--- src/rtl/bfpd_pkg.sv ---
package bfpd_pkg;

  localparam logic [31:0] SYNC_WORD = 32'h1DFC_CF1A;

  localparam int NUM_REGS         = 5;
  localparam int MAX_TABLE        = 8;
  localparam int MAX_BLOCK_DATA   = 255;
  localparam int MAX_PACKET_WORDS = 2047;
  localparam int TABLE_ENTRIES_DEF = 5;

  localparam int WORD_W   = 32;
  localparam int ENTRY_W  = 22;
  localparam int ID_W     = 11;
  localparam int LEN_W    = 11;
  localparam int BLOCK_W  = 8;
  localparam int SLOT_W   = 3;
  localparam int SYNC_W   = 16;
  localparam int CFG_IDX_W = 3;

  localparam logic KIND_PACKET = 1'b0;
  localparam logic KIND_EVENT  = 1'b1;

  typedef logic [ENTRY_W-1:0] entry_t;

  typedef enum logic [1:0] {
    MODE_HUNT   = 2'd0,
    MODE_HEADER = 2'd1,
    MODE_PACKET = 2'd2
  } mode_t;

  typedef struct packed {
    logic              hit;
    logic [SLOT_W-1:0] slot;
    logic [LEN_W-1:0]  len;
  } match_t;

  function automatic logic [ID_W-1:0] header_id(input logic [WORD_W-1:0] w);
    header_id = {w[2:0], w[15:8]};
  endfunction

endpackage

--- src/rtl/bfpd_match.sv ---
module bfpd_match #(
  parameter int NUM_ENTRIES = bfpd_pkg::NUM_REGS
) (
  input  bfpd_pkg::entry_t            entries [NUM_ENTRIES],
  input  logic [bfpd_pkg::ID_W-1:0]   id,
  output bfpd_pkg::match_t            result
);
  import bfpd_pkg::*;

  always_comb begin
    logic [LEN_W-1:0] len;
    result = '0;
    // scan downward so the lowest matching slot wins
    for (int i = NUM_ENTRIES - 1; i >= 0; i--) begin
      len = entries[i][ID_W +: LEN_W];
      if (len != '0 && entries[i][ID_W-1:0] == id) begin
        result.hit  = 1'b1;
        result.slot = SLOT_W'(i);
        result.len  = (len > LEN_W'(MAX_PACKET_WORDS)) ? LEN_W'(MAX_PACKET_WORDS) : len;
      end
    end
  end

endmodule

--- src/rtl/block_framed_packet_deframer.sv ---
// Block-framed packet deframer. Takes one 32-bit stream word per unstalled cycle; a word
// flagged block_start carries the count of data words that follow (clamped to
// 255, surplus words dropped). Words are hunted for the sync marker 1DFCCF1A;
// the word after it is a header whose 11-bit identifier is matched against up
// to five table entries (cfg index 0..4, bits 10:0 id, bits 21:11 length,
// length zero = unused, lowest entry wins). A matched packet is emitted word
// by word across block boundaries with word_index and last_word; an unmatched
// header yields one event beat and is re-checked as a sync marker. Throughput
// is one word per clock while not stalled; every beat is held in the output register;
// in_stall follows out_stall combinationally only while that register is full.
// Count words and dropped words produce no output beat.
module block_framed_packet_deframer #(
  parameter int TABLE_ENTRIES = bfpd_pkg::TABLE_ENTRIES_DEF
) (
  input  logic                                clk,
  input  logic                                rst_n,

  input  logic                                cfg_valid,
  output logic                                cfg_ready,
  input  logic [bfpd_pkg::CFG_IDX_W-1:0]      cfg_index,
  input  logic [bfpd_pkg::ENTRY_W-1:0]        cfg_data,

  input  logic                                in_valid,
  output logic                                in_stall,
  input  logic [bfpd_pkg::WORD_W-1:0]         in_word_in,
  input  logic                                in_block_start,

  output logic                                out_valid,
  input  logic                                out_stall,
  output logic                                out_kind,
  output logic [bfpd_pkg::WORD_W-1:0]         out_data_word,
  output logic                                out_last_word,
  output logic [bfpd_pkg::LEN_W-1:0]          out_word_index,
  output logic [bfpd_pkg::ID_W-1:0]           out_packet_id,
  output logic [bfpd_pkg::SLOT_W-1:0]         out_table_slot,
  output logic [bfpd_pkg::SYNC_W-1:0]         out_sync_count
);
  import bfpd_pkg::*;

  localparam int NUM_USED = (TABLE_ENTRIES < NUM_REGS) ? TABLE_ENTRIES : NUM_REGS;

  entry_t               table_r [NUM_USED];
  mode_t                mode_r, mode_nxt;
  logic [BLOCK_W-1:0]   block_left_r, block_left_nxt;
  logic [LEN_W-1:0]     packet_left_r, packet_left_nxt;
  logic [LEN_W-1:0]     packet_pos_r, packet_pos_nxt;
  logic [ID_W-1:0]      current_id_r, current_id_nxt;
  logic [SLOT_W-1:0]    current_slot_r, current_slot_nxt;
  logic [SYNC_W-1:0]    syncs_seen_r, syncs_seen_nxt;

  logic                 out_valid_r;
  logic                 out_kind_r, out_kind_nxt;
  logic [WORD_W-1:0]    out_data_r;
  logic                 out_last_r, out_last_nxt;
  logic [LEN_W-1:0]     out_index_r, out_index_nxt;
  logic [ID_W-1:0]      out_id_r, out_id_nxt;
  logic [SLOT_W-1:0]    out_slot_r, out_slot_nxt;
  logic [SYNC_W-1:0]    out_sync_r;

  logic                 accept;
  logic                 res_valid;
  logic                 data_beat;
  logic                 is_sync;
  logic [ID_W-1:0]      hdr_id;
  logic [LEN_W-1:0]     left_dec;
  match_t               match;

  assign cfg_ready = 1'b1;
  assign in_stall  = out_valid_r && out_stall;
  assign accept    = in_valid && !in_stall;
  assign data_beat = !in_block_start && block_left_r != '0;
  assign is_sync   = in_word_in == SYNC_WORD;
  assign hdr_id    = header_id(in_word_in);
  assign left_dec  = packet_left_r - LEN_W'(1);

  bfpd_match #(
    .NUM_ENTRIES (NUM_USED)
  ) u_match (
    .entries (table_r),
    .id      (hdr_id),
    .result  (match)
  );

  // next state
  always_comb begin
    mode_nxt         = mode_r;
    block_left_nxt   = block_left_r;
    packet_left_nxt  = packet_left_r;
    packet_pos_nxt   = packet_pos_r;
    current_id_nxt   = current_id_r;
    current_slot_nxt = current_slot_r;
    syncs_seen_nxt   = syncs_seen_r;
    if (in_block_start) begin
      block_left_nxt = (in_word_in > WORD_W'(MAX_BLOCK_DATA)) ?
                       BLOCK_W'(MAX_BLOCK_DATA) : in_word_in[BLOCK_W-1:0];
    end else if (data_beat) begin
      block_left_nxt = block_left_r - BLOCK_W'(1);
      unique case (mode_r)
        MODE_HEADER: begin
          if (match.hit) begin
            current_id_nxt   = hdr_id;
            current_slot_nxt = match.slot;
            if (match.len == LEN_W'(1)) begin
              mode_nxt        = MODE_HUNT;
              packet_left_nxt = '0;
              packet_pos_nxt  = '0;
            end else begin
              mode_nxt        = MODE_PACKET;
              packet_left_nxt = match.len - LEN_W'(1);
              packet_pos_nxt  = LEN_W'(1);
            end
          end else if (is_sync) begin
            syncs_seen_nxt = syncs_seen_r + SYNC_W'(1);
            packet_pos_nxt = '0;
            mode_nxt       = MODE_HEADER;
          end else begin
            mode_nxt = MODE_HUNT;
          end
        end
        MODE_PACKET: begin
          packet_left_nxt = left_dec;
          packet_pos_nxt  = packet_pos_r + LEN_W'(1);
          if (left_dec == '0) begin
            mode_nxt = MODE_HUNT;
          end
        end
        default: begin
          if (is_sync) begin
            syncs_seen_nxt = syncs_seen_r + SYNC_W'(1);
            packet_pos_nxt = '0;
            mode_nxt       = MODE_HEADER;
          end else begin
            mode_nxt = MODE_HUNT;
          end
        end
      endcase
    end
  end

  // result beat
  always_comb begin
    res_valid     = 1'b0;
    out_kind_nxt  = KIND_PACKET;
    out_last_nxt  = 1'b0;
    out_index_nxt = '0;
    out_id_nxt    = hdr_id;
    out_slot_nxt  = '0;
    if (data_beat) begin
      unique case (mode_r)
        MODE_HEADER: begin
          res_valid = 1'b1;
          if (match.hit) begin
            out_last_nxt = match.len == LEN_W'(1);
            out_slot_nxt = match.slot;
          end else begin
            out_kind_nxt = KIND_EVENT;
          end
        end
        MODE_PACKET: begin
          res_valid     = 1'b1;
          out_last_nxt  = left_dec == '0;
          out_index_nxt = packet_pos_r;
          out_id_nxt    = current_id_r;
          out_slot_nxt  = current_slot_r;
        end
        default: begin
          res_valid = 1'b0;
        end
      endcase
    end
  end

  always_ff @(posedge clk) begin
    if (!rst_n) begin
      for (int i = 0; i < NUM_USED; i++) begin
        table_r[i] <= '0;
      end
    end else if (cfg_valid && cfg_ready) begin
      for (int i = 0; i < NUM_USED; i++) begin
        if (cfg_index == CFG_IDX_W'(i)) begin
          table_r[i] <= cfg_data;
        end
      end
    end
  end

  always_ff @(posedge clk) begin
    if (!rst_n) begin
      mode_r         <= MODE_HUNT;
      block_left_r   <= '0;
      packet_left_r  <= '0;
      packet_pos_r   <= '0;
      current_id_r   <= '0;
      current_slot_r <= '0;
      syncs_seen_r   <= '0;
      out_valid_r    <= 1'b0;
    end else begin
      if (accept) begin
        mode_r         <= mode_nxt;
        block_left_r   <= block_left_nxt;
        packet_left_r  <= packet_left_nxt;
        packet_pos_r   <= packet_pos_nxt;
        current_id_r   <= current_id_nxt;
        current_slot_r <= current_slot_nxt;
        syncs_seen_r   <= syncs_seen_nxt;
      end
      if (!out_valid_r || !out_stall) begin
        out_valid_r <= accept && res_valid;
      end
    end
  end

  always_ff @(posedge clk) begin
    if (accept && res_valid) begin
      out_kind_r  <= out_kind_nxt;
      out_data_r  <= in_word_in;
      out_last_r  <= out_last_nxt;
      out_index_r <= out_index_nxt;
      out_id_r    <= out_id_nxt;
      out_slot_r  <= out_slot_nxt;
      out_sync_r  <= syncs_seen_nxt;
    end
  end

  assign out_valid      = out_valid_r;
  assign out_kind       = out_kind_r;
  assign out_data_word  = out_data_r;
  assign out_last_word  = out_last_r;
  assign out_word_index = out_index_r;
  assign out_packet_id  = out_id_r;
  assign out_table_slot = out_slot_r;
  assign out_sync_count = out_sync_r;

  a_packet_left_nonzero: assert property (@(posedge clk) disable iff (!rst_n)
    mode_r == MODE_PACKET |-> packet_left_r != '0)
    else $error("packet mode with no words left");

  a_count_word_silent: assert property (@(posedge clk) disable iff (!rst_n)
    accept && in_block_start |=> !out_valid_r)
    else $error("count word produced a beat");

  a_sync_step: assert property (@(posedge clk) disable iff (!rst_n)
    $past(rst_n) && syncs_seen_r != $past(syncs_seen_r) |->
      syncs_seen_r == SYNC_W'($past(syncs_seen_r) + SYNC_W'(1)))
    else $error("sync counter jumped");

  a_event_fields: assert property (@(posedge clk) disable iff (!rst_n)
    out_valid_r && out_kind_r == KIND_EVENT |->
      !out_last_r && out_index_r == '0 && out_slot_r == '0)
    else $error("event beat with packet fields set");

endmodule

--- config.mk ---
export PLATFORM = sky130hd
export DESIGN_NAME = block_framed_packet_deframer
export DESIGN_NICKNAME = d
export VERILOG_FILES = /design/src/rtl/bfpd_pkg.sv /design/src/rtl/bfpd_match.sv /design/src/rtl/block_framed_packet_deframer.sv
export SDC_FILE = /design/constraint.sdc
export NUM_CORES = 1
export LEC_CHECK = 0
export ABC_AREA = 1
export BUFFER_PORTS_ARGS = -buffer_cell sky130_fd_sc_hd__buf_2
export CAP_MARGIN = 20
export CORE_MARGIN = 3
export CORE_UTILIZATION = 57
export DETAILED_ROUTE_END_ITERATION = 10
export GPL_ROUTABILITY_DRIVEN = 1
export GPL_TIMING_DRIVEN = 0
export HOLD_SLACK_MARGIN = 0.05
export PLACE_DENSITY = 0.83
export SYNTH_ARGS = -nofsm -noshare
export SYNTH_HDL_FRONTEND = slang
export SYNTH_HIERARCHICAL = 1
export SYNTH_SLANG_ARGS = --single-unit
--- constraint.sdc ---
create_clock -name clk -period 6.6 [get_ports clk]
set_clock_uncertainty 0.15 [all_clocks]
set_input_delay 0.99 -clock clk [delete_from_list [all_inputs] [get_ports clk]]
set_output_delay 0.99 -clock clk [all_outputs]
set_load 0.03 [all_outputs]
==> results.toml <==
[floorplan]
die_area_mm2 = 0.02453
core_area_mm2 = 0.02203
ios = 141
rows = 54
dieWidth_um = 156.6
die_h_um = 156.6
start_util_pct = 58.72

[route]
drt_wl_total_um = 34690
dr.first_iter.drc_count = 1238
viasPerCell = 5.425
vias = 12150
ant_nets = 0
drc = 0
wl_per_cell_um = 15.49
dr.pass1.iters = 6

[finish]
drive_gt1_share_pct = 13.94
final_nets = 2012
diodes = 0
layoutNonFillerInstCount = 2239
post-route-util_pct = 67.51
syn2layout_area_growth_pct = 14.97

[sta]
setup_ws_ns = 2.929
tightest_slew_ns = 0.6944
finalSetupViolCount = 0
min_period_ns = 3.671
fmax_ghz = 0.2724
finalMaxSlewViolations = 0
relSlewSlack_pct = 53.71
rsz0062_at_grt = "false"
fin_crit_sh_pct = 55.62
hold_violations = 0

[synth]
synth_nets = 1845
synth-main-ff-cell = "dfxtp_1"
yosysUniqueCellTypes = 51
yosysTopAreaCell = "dfxtp_1"
ys_top_cells_by_area = "dfxtp_1, edfxtp_1, nor2_1"
syn_avg_cell_area_um2 = 7.299
syn_inst = 1772
ys_warn_count = 6
syn-cell-area_mm2 = 0.01293
synth-edff-count = 75
synth_top_area_share_pct = 26.78
ys_seq_area_share_pct = 44.19
ys_ff_latch = 248
ys_async_sr_fraction_pct = 0

[critical_path]
r2r_slack_ns = 3.13
slowest_stage = "nand2_1"
slowest_delay_ns = 0.28
start_kind = "input pin"
crit_buf_inv = 5
crit_arrival_ns = 3.82
path_cells = "buf_2 -> buf_4 -> inv_1 -> nand2_1 -> nand2_1 -> nor2_1 -> nand2_1 -> nor2_1 -> nand2_1 -> buf_2 -> nand2_1 -> nor2_1 -> o21ai_0 -> nand2_1 -> nor2_1 -> nor2_1 -> nand2_1 -> a21oi_1 -> nand2_1 -> nand2_1 -> inv_1"
cp_common_cell = "nand2_1"
required_ns = 6.75
path_max_fanout = 10
critical_path_class = "input pin to register"
critPathTopFamily = "simple AND/OR/NAND/NOR gates"
worst_setup_path_end_kind = "register"

[cts]
cts_buffer_depth = 3
cts_htree_levels = 1
clkSinkCount = 248
clk_latency_ns = 0.54
clk_pin_slew_ns = 0.06
cts_tree = "done"
cts_made_buffers = 26
cts_setup_buffers = 0
root_buffer = "clkbuf_16"
ctsHoldBuffers = 0
cts_resized = 0

[placed_design]
dp.final_hpwl_um = 25800
port-buffer-count = 137
gp_congestion = 0.9384
dp.cells = 2191
place_ws_ns = 2.521

[grt]
grt_usage_pct = 27.48
overflow = 0
grt_pass1_wl_um = 54920
first_global_vias = 11230
grt_max_degree = 39
antenna_found_initial = 0

[status]
outcome = "finished, final reports clean"

[pwr]
p_leak_nw = 6.480
ir_drop_v = 0.0002428
power_density_mw_per_mm2 = 239.9

[job]
max-cap-violations = 0

[worst_hold_path]
hp-class = "register to register"
[report_power, final]
| part | switching (mW) | internal, mW | total, mW |
|---|---|---|---|
| Clock | 0.601 | 0.838 | 1.44 |
| Sequential | 0.0373 | 1.63 | 1.67 |
| Combinational | 0.312 | 0.148 | 0.460 |
[metrics by stage]
| step | power [mW] | hold WS (ns) | cell area (um^2) | setup TNS (ns) |
|---|---|---|---|---|
| finish | 3.567 | 0.2991 | 14870 | 0 |
| global route | 3.704 | 0.3150 | 14870 | 0 |
| CTS | 3.577 | 0.2996 | 14870 | 0 |
| detailed placement | 2.150 | 0.2908 | 14020 | 0 |
| global placement | 2.135 | 0.2863 | 13970 | -15.00 |
| floorplan | 2.008 | 0.2745 | 12930 | 0 |
[final timing paths]
| kind | startpoint | end | cells after the start |
|---|---|---|---|
| hold / removal | current_id_r[9] | current_id_r[9] | 2 |
| setup / recovery | in_word_in[14] | out_sync_count[1] | 21 |
| setup reg to reg | table_r[99] | out_sync_count[1] | 17 |
| hold reg to reg | current_id_r[9] | current_id_r[9] | 2 |
[layout make-up]
class                           instances  area [um^2]
Fill cell                            1878         7157
Multi-Input combinational cell       1237         5974
Sequential cell                       248         5715
Clock buffer                           41        808.3
Inverter                              210        797.0
Timing Repair Buffer                  139        725.7
Buffer                                 77        454.2
Tap cell                              280        350.3
Clock inverter                          7        43.79
[logic make-up after synthesis]
group	Yosys count	share of synthesized area, %
AND/OR/NAND/NOR	862	28.69
AO/OA/AOI/OAI	312	12.92
buffers and inverters	287	9.674
flip-flops	248	44.19
XOR/XNOR	52	3.521
adder cells (fa/ha/maj)	10	0.9674
other	1	0.02899
[worst min-delay path, delay by kind of cell (launching register included)]
kind                   cells  cell delay, ns
buffers and inverters      1            0.05
AOI/OAI and AO/OA          1            0.05
DFF                        1            0.30
[registers in the layout, summed over array words and instances, names as in the netlist, 8 cells and up]
name and cells:
out_word_index 11, out_data_word 32, packet_pos_r 11, syncs_seen_r 16, out_packet_id 11, current_id_r 11, packet_left_r 11, block_left_r 8
table_r 110, out_sync_count 16
[Yosys cell counts, types with 2 or more instances]
library cell / instances
inv_2: 12
nand2_2: 9
nand3_1: 103
clkbuf_1: 40
nand2_1: 323
nor2_1: 340
o21ai_1: 8
a21oi_1: 93
o21ai_2: 2
nor2_4: 3
nand3_2: 2
a31oi_1: 2
o211ai_1: 2
nor3_2: 4
buf_1: 2
ha_1: 10
o22ai_1: 6
o21ai_0: 175
buf_2: 11
a22oi_1: 15
a21oi_2: 3
or2_2: 3
buf_6: 13
or2_0: 2
dfxtp_1: 173
nand4_1: 32
nand2_4: 6
xor2_1: 20
edfxtp_1: 75
inv_1: 196
nor2_8: 2
nor3_1: 19
buf_4: 10
nor4_1: 2
nor2_2: 4
xnor2_1: 32
nand3b_1: 4
[per-layer routing]
layer	global-route usage, %	part of all wire (%)	up-vias
li1	-	-	6059
met2	46.25	47	526
met4	10.80	3.7	0
met1	35.81	41	5466
met3	4.010	8.3	95
met5	0	0	-
[cell usage in the layout (no fill, tap or decap), drive strengths merged]
master	n
or2	5
o211ai	3
dfxtp	173
edfxtp	75
and2	1
o21a	1
nand3b	4
nor2	349
o32ai	1
clkinv	8
a21oi	97
o21ai	186
inv	209
nor4	2
xor2	20
nor3	24
a22oi	15
xnor2	32
o21bai	1
clkbuf	81
nand2	339
o22ai	6
conb	1
ha	10
buf	176
nor3b	1
nand4	32
a31oi	2
nand3	105
Power figures use the tool's default switching activity.
